File: src/sv/mbep_pkg.sv
`timescale 1ns / 1ps
// Shared types and constants for the escape-time pixel block.
// Used by the multiply unit, the datapath, the controller and the top level.
package mbep_pkg;

  localparam int WORD_W    = 64;
  localparam int SHIFT_W   = 48;
  localparam int COLOR_W   = 8;
  localparam int REG_IDX_W = 2;

  localparam int FRAC_BITS_DEF        = 58;
  localparam int ITER_BITS_DEF        = 16;
  localparam int PIXEL_COORD_BITS_DEF = 12;

  typedef logic signed [WORD_W-1:0] word_t;

  localparam word_t WORD_MAX = {1'b0, {(WORD_W-1){1'b1}}};
  localparam word_t WORD_MIN = {1'b1, {(WORD_W-1){1'b0}}};

  // Configuration register indexes
  localparam logic [REG_IDX_W-1:0] REG_SHIFT_X    = REG_IDX_W'(0);
  localparam logic [REG_IDX_W-1:0] REG_SHIFT_Y    = REG_IDX_W'(1);
  localparam logic [REG_IDX_W-1:0] REG_PIXEL_STEP = REG_IDX_W'(2);
  localparam logic [REG_IDX_W-1:0] REG_MAX_ITER   = REG_IDX_W'(3);

  localparam logic [WORD_W-1:0] RST_SHIFT_X    = 64'd640;
  localparam logic [WORD_W-1:0] RST_SHIFT_Y    = 64'd360;
  localparam logic [WORD_W-1:0] RST_PIXEL_STEP = 64'd960767920505639;
  localparam logic [31:0]       RST_MAX_ITER   = 32'd100;

  // Write data is as wide as the widest configuration register
  function automatic int cfg_width(input int frac_bits, input int iter_bits);
    int w;
    w = SHIFT_W;
    if (frac_bits > w) w = frac_bits;
    if (iter_bits > w) w = iter_bits;
    return w;
  endfunction

  typedef struct packed {
    logic load_pixel;
    logic mul_start;
    logic mul_c;
    logic load_c;
    logic sums;
    logic update;
    logic div_start;
    logic load_out;
  } cmd_t;

  typedef struct packed {
    logic mul_done;
    logic div_done;
    logic finish;
  } status_t;

endpackage

File: src/sv/mbep_ctrl.sv
`timescale 1ns / 1ps
// Controller state machine: sequences mapping, iteration, coloring and output.
// Uses mbep_pkg command and status types.
module mbep_ctrl (
  input  logic              clk,
  input  logic              rst,
  input  logic              pixel_valid,
  output logic              pixel_stall,
  output logic              result_valid,
  input  logic              result_stall,
  output mbep_pkg::cmd_t    cmd,
  input  mbep_pkg::status_t status
);
  import mbep_pkg::*;

  localparam logic [3:0] S_IDLE   = 4'd0;
  localparam logic [3:0] S_CSTART = 4'd1;
  localparam logic [3:0] S_CWAIT  = 4'd2;
  localparam logic [3:0] S_ZSTART = 4'd3;
  localparam logic [3:0] S_ZWAIT  = 4'd4;
  localparam logic [3:0] S_SUMS   = 4'd5;
  localparam logic [3:0] S_DECIDE = 4'd6;
  localparam logic [3:0] S_UPDATE = 4'd7;
  localparam logic [3:0] S_DSTART = 4'd8;
  localparam logic [3:0] S_DWAIT  = 4'd9;
  localparam logic [3:0] S_OUT    = 4'd10;

  logic [3:0] state;
  logic [3:0] state_next;

  assign pixel_stall = state != S_IDLE;

  always_comb begin
    state_next = state;
    cmd        = '0;
    unique case (state)
      S_IDLE: begin
        if (pixel_valid) begin
          cmd.load_pixel = 1'b1;
          state_next     = S_CSTART;
        end
      end
      S_CSTART: begin
        cmd.mul_start = 1'b1;
        cmd.mul_c     = 1'b1;
        state_next    = S_CWAIT;
      end
      S_CWAIT: begin
        if (status.mul_done) begin
          cmd.load_c = 1'b1;
          state_next = S_ZSTART;
        end
      end
      S_ZSTART: begin
        cmd.mul_start = 1'b1;
        state_next    = S_ZWAIT;
      end
      S_ZWAIT: begin
        if (status.mul_done) state_next = S_SUMS;
      end
      S_SUMS: begin
        cmd.sums   = 1'b1;
        state_next = S_DECIDE;
      end
      S_DECIDE: begin
        state_next = status.finish ? S_DSTART : S_UPDATE;
      end
      S_UPDATE: begin
        cmd.update = 1'b1;
        state_next = S_ZSTART;
      end
      S_DSTART: begin
        cmd.div_start = 1'b1;
        state_next    = S_DWAIT;
      end
      S_DWAIT: begin
        if (status.div_done) state_next = S_OUT;
      end
      S_OUT: begin
        // hold until the output register is free
        if (!result_valid || !result_stall) begin
          cmd.load_out = 1'b1;
          state_next   = S_IDLE;
        end
      end
      default: state_next = S_IDLE;
    endcase
  end

  always_ff @(posedge clk) begin
    if (rst) begin
      state        <= S_IDLE;
      result_valid <= 1'b0;
    end else begin
      state <= state_next;
      if (cmd.load_out) result_valid <= 1'b1;
      else if (!result_stall) result_valid <= 1'b0;
    end
  end

  a_no_overwrite: assert property (@(posedge clk) disable iff (rst)
    cmd.load_out |-> !(result_valid && result_stall))
    else $error("result register loaded while a stalled request waits");

  a_load_shows: assert property (@(posedge clk) disable iff (rst)
    cmd.load_out |=> result_valid)
    else $error("loaded result not presented");

  a_mul_done_wait: assert property (@(posedge clk) disable iff (rst)
    status.mul_done |-> (state == S_CWAIT || state == S_ZWAIT))
    else $error("multiply finished outside a wait state");

  a_div_done_wait: assert property (@(posedge clk) disable iff (rst)
    status.div_done |-> state == S_DWAIT)
    else $error("divide finished outside its wait state");

endmodule

File: config.mk
export PLATFORM = sky130hd
export DESIGN_NAME = mbep_ctrl
export DESIGN_NICKNAME = d
export VERILOG_FILES = /design/src/sv/mbep_pkg.sv /design/src/sv/mbep_ctrl.sv
export SDC_FILE = /design/constraint.sdc
export NUM_CORES = 1
export LEC_CHECK = 0
export BUFFER_PORTS_ARGS = -buffer_cell sky130_fd_sc_hd__clkbuf_2
export CAP_MARGIN = 20
export CORE_AREA = 4 4 41 43
export CTS_CLUSTER_DIAMETER = 40
export DETAILED_ROUTE_END_ITERATION = 8
export DIE_AREA = 0 0 45 47
export HOLD_SLACK_MARGIN = 0.06
export PLACE_DENSITY_LB_ADDON = 0.1
export SLEW_MARGIN = 25
export SYNTH_ARGS = -nofsm -noshare
export SYNTH_HDL_FRONTEND = slang
export SYNTH_SLANG_ARGS = --single-unit
File: constraint.sdc
create_clock -name clk -period 3.4 [get_ports clk]
set_input_delay 1.02 -clock clk [delete_from_list [all_inputs] [get_ports clk]]
set_output_delay 1.02 -clock clk [all_outputs]
set_load 0.01 [all_outputs]
==> summary.md <==
| Metric | Value |
|---|---|
| Initial antenna violation count | `0` |
| Hold path endpoint | `result_valid$_SDFFE_PP0P_` |
| Worst-margin pin slew | `around 450 ps` |
| Fin crit period | `2580 ps` |
| Worst vdd ir | `between 0.1 and 0.15 mV` |
| Int Power | `roughly 0.15 mW` |
| Clock transition at path regs | `50 ps` |
| CTS buffer count | `3` |
| Reg2Reg Setup Slack | `~1700 ps` |
| Row cnt | `13` |
| Clk root buf | `clkbuf_4` |
| Synthesized-area fraction occupied by adder cells | `0%` |
| Worst-case hold slack | `538 ps` |
| Post-Synth XOR/XNOR Area | `0%` |
| Switching share of power | `about 37%` |
| Share of post-route cells with drive strength above 1 | `a little under a third` |
| Power per Cell Area | `~460 nW/um2` |
| Top-Level Pins | `17` |
| Total wire length | `roughly 1 mm` |
| Total track usage | `a little under an eighth` |
| Finish-stage setup viols | `0` |
| CP Class | `flip-flop to primary output` |
| Min-Delay Path Depth | `2` |
| Relative slew slack | `69.8%` |
| First-pass GRT wire length | `1.75 mm` |
| Post-route antenna net violation count | `0` |
| Clk pwr share | `30.1%` |
| Area post-placement | `around 470 um2` |
| Final Slew Violations | `0` |
| Top-area cell type share of the netlist area | `24.0%` |
| Post-Layout Inst Area | `roughly 500 um2` |
| Vias in the first global route | `between 300 and 400` |
| Worst EP required | `around 2400 ps` |
| Final period utilization | `76.0%` |
| Final Skew | `~5.2 ps` |
| Post-Syn Instances | `55` |
| Post-CTS setup buffer count | `0` |
| Routed length per placed instance | `around 12 um` |
| Yosys cell types | `27` |
| Antenna diodes | `0` |
| CTS tree | `yes` |
| Reg power frac | `between 30% and 40%` |
| Post-Synthesis Cell Area | `~420 um2` |
| Worst Path Arrival | `about 1600 ps` |
| R2R cell count | `4` |
| Setup Total Neg Slack | `0 ps` |
| RSZ-0062 raised after global routing | `false` |
| Avg Synthesized Cell Area | `between 7 and 8 um2` |
| Max Clk Rate | `0.387 GHz` |
| Post-synthesis net count | `62` |
| #FFs+latches synth | `5` |
| Mux cell area share after synthesis | `under 10%` |
| Compound-gate portion of the synthesized area | `just under 20%` |
| Combinational fraction of design power | `roughly a third` |
| # nets final | `79` |
| Via density | `between 5 and 6` |
| Worst hold path type | `flip-flop to flip-flop` |
| Drt drc | `0` |
| Core ar. | `~1300 um2` |
| Largest net degree at the start of global routing | `15` |
| Maxcap violations | `0` |
| Worst r2r dst | `state[1]$_SDFFE_PP0P_` |
| Initial Utilization | `between 30% and 40%` |
| Clock tree buffer depth | `2` |
| Crit path max fanout | `14` |
| Die H | `approximately 47 um` |
| Psw | `0.0852 mW` |
| Outcome | `finished clean` |
| Clk_lat worst skew | `between 200 and 300 ps` |
| Initial drt markers | `5` |
| IO buf count | `16` |
| Critical Path Sink Type | `primary output` |
| Yosys top cell by area | `dfxtp_1` |
| Critical path startpoint category | `flip-flop` |
| Number of hold violations in the final report | `0` |
| H-tree Lvls | `1` |
| Die width | `45 um` |
| Warnings, synthesis | `0` |
| Layout area overhead | `20.1%` |
| Die area | `~2100 um2` |
| Area contributors post-synth | `dfxtp_1, nand2_1, a21oi_1` |
| Grt ovf | `0` |
| PostCTS Resize Cnt | `0` |
| DP HPWL | `between 700 and 800 um` |
| Vias after detailed routing | `436` |
| HP Start | `result_valid$_SDFFE_PP0P_` |
| Clk sinks | `5` |
| Post-synthesis sequential area ratio | `roughly 24%` |
| Static leakage | `between 0.2 and 0.25 nW` |
| Largest family of logic cells by synthesized area | `simple AND/OR/NAND/NOR gates` |
| Number of iterations in the first detailed-routing pass | `4` |
| Post-synthesis simple-gate area fraction | `between 40 and 50%` |
| Gpl congestion | `0.703` |
| Post-CTS Hold Fix Bufs | `0` |
| Reg-to-Reg Start | `state[2]$_SDFFE_PP0P_` |
cell usage after synthesis:
library cell    n
nand4b_1        1
buf_4           2
dlymetal6s2s_1  1
a2111oi_0       1
and3b_2         1
o211ai_1        1
mux2i_1         1
dfxtp_1         5
a21oi_1         4
nand2_1         7
a31oi_1         1
inv_1           1
mux2_2          1
and3_1          2
nor4_2          1
o2bb2ai_1       1
and2_1          1
nor4_1          1
nor3_1          4
nor2_1          4
nand3_1         2
nand2b_1        3
o21ai_0         3
nor2b_1         2
a211oi_1        2
or4b_1          1
clkbuf_8        1
metal layers:
layer,wire length (um),up-vias,global-route usage (%)
li1,-,236,-
met1,501,188,17.3
met2,443,10,14.7
met3,45,2,1.15
met4,26,0,7.02
met5,0,-,0
power by group through the flow:
stage / Clock, mW / Combinational [mW] / Sequential (mW)
after floorplan: 0 / 0.0721 / 0.0719
after global placement: 0 / 0.0776 / 0.0880
after detailed placement: 0 / 0.0765 / 0.0875
after CTS: 0.0726 / 0.0767 / 0.0864
after global routing: 0.0793 / 0.0868 / 0.0891
final: 0.0697 / 0.0757 / 0.0864
sequential cells by signal, summed over array words and instances (netlist names):
signal	flops
state	4
result_valid	1
through the flow:
stage                     utilization, %  total power, mW  std cells  worst slack, ps
after CTS                           38.5            0.236         86              786
after global routing                38.5            0.255         86              607
final                               38.5            0.232         86              818
after global placement              36.4            0.166         82              999
after floorplan                        -            0.144         55             1140
after detailed placement            36.4            0.164         82              990
cells by family (layout without fill, tap and decap cells):
| group | after synthesis | after routing |
|---|---|---|
| AO/OA/AOI/OAI | 13 | 13 |
| buffers and inverters | 5 | 21 |
| flip-flops | 5 | 5 |
| multiplexers | 2 | 2 |
| AND/OR/NAND/NOR | 30 | 30 |
critical path: stages (launching register included):
cell      delay, ps
dfxtp_1         580
nor2b_1         350
nand2_1         120
a21oi_1         130
clkbuf_2        140
cell type report:
| class | count | area [um2] |
|---|---|---|
| clock buffers | 4 | 26.3 |
| flip-flops and latches | 5 | 100 |
| well taps | 15 | 18.8 |
| multi-input cells | 45 | 272 |
| inverters | 1 | 3.75 |
| repair buffers | 16 | 80.1 |
| fillers | 156 | 801 |
worst max-delay path by stage:
stage                          startpoint      to  depth (start not counted)
floorplan                    result_stall  cmd[0]                          1
global placement                status[2]  cmd[4]                          3
detailed placement              status[2]  cmd[4]                          3
CTS                 state[1]$_SDFFE_PP0P_  cmd[0]                          4
global route        state[1]$_SDFFE_PP0P_  cmd[0]                          4
finish              state[1]$_SDFFE_PP0P_  cmd[0]                          4
cells in the final DEF (no fill, tap or decap):
cell        n
a2111oi_0   1
a211oi_1    2
a21oi_1     4
a31oi_1     1
and2_1      1
and3_1      2
and3b_2     1
clkbuf_1    1
clkbuf_2   16
clkbuf_4    3
dfxtp_1     5
inv_1       1
mux2_2      1
mux2i_1     1
nand2_1     7
nand2b_1    3
nand3_1     2
nand4b_1    1
nor2_1      4
nor2b_1     2
nor3_1      4
nor4_1      1
nor4_2      1
o211ai_1    1
o21ai_0     3
o2bb2ai_1   1
or4b_1      1
(Power assumes the default switching activity.)
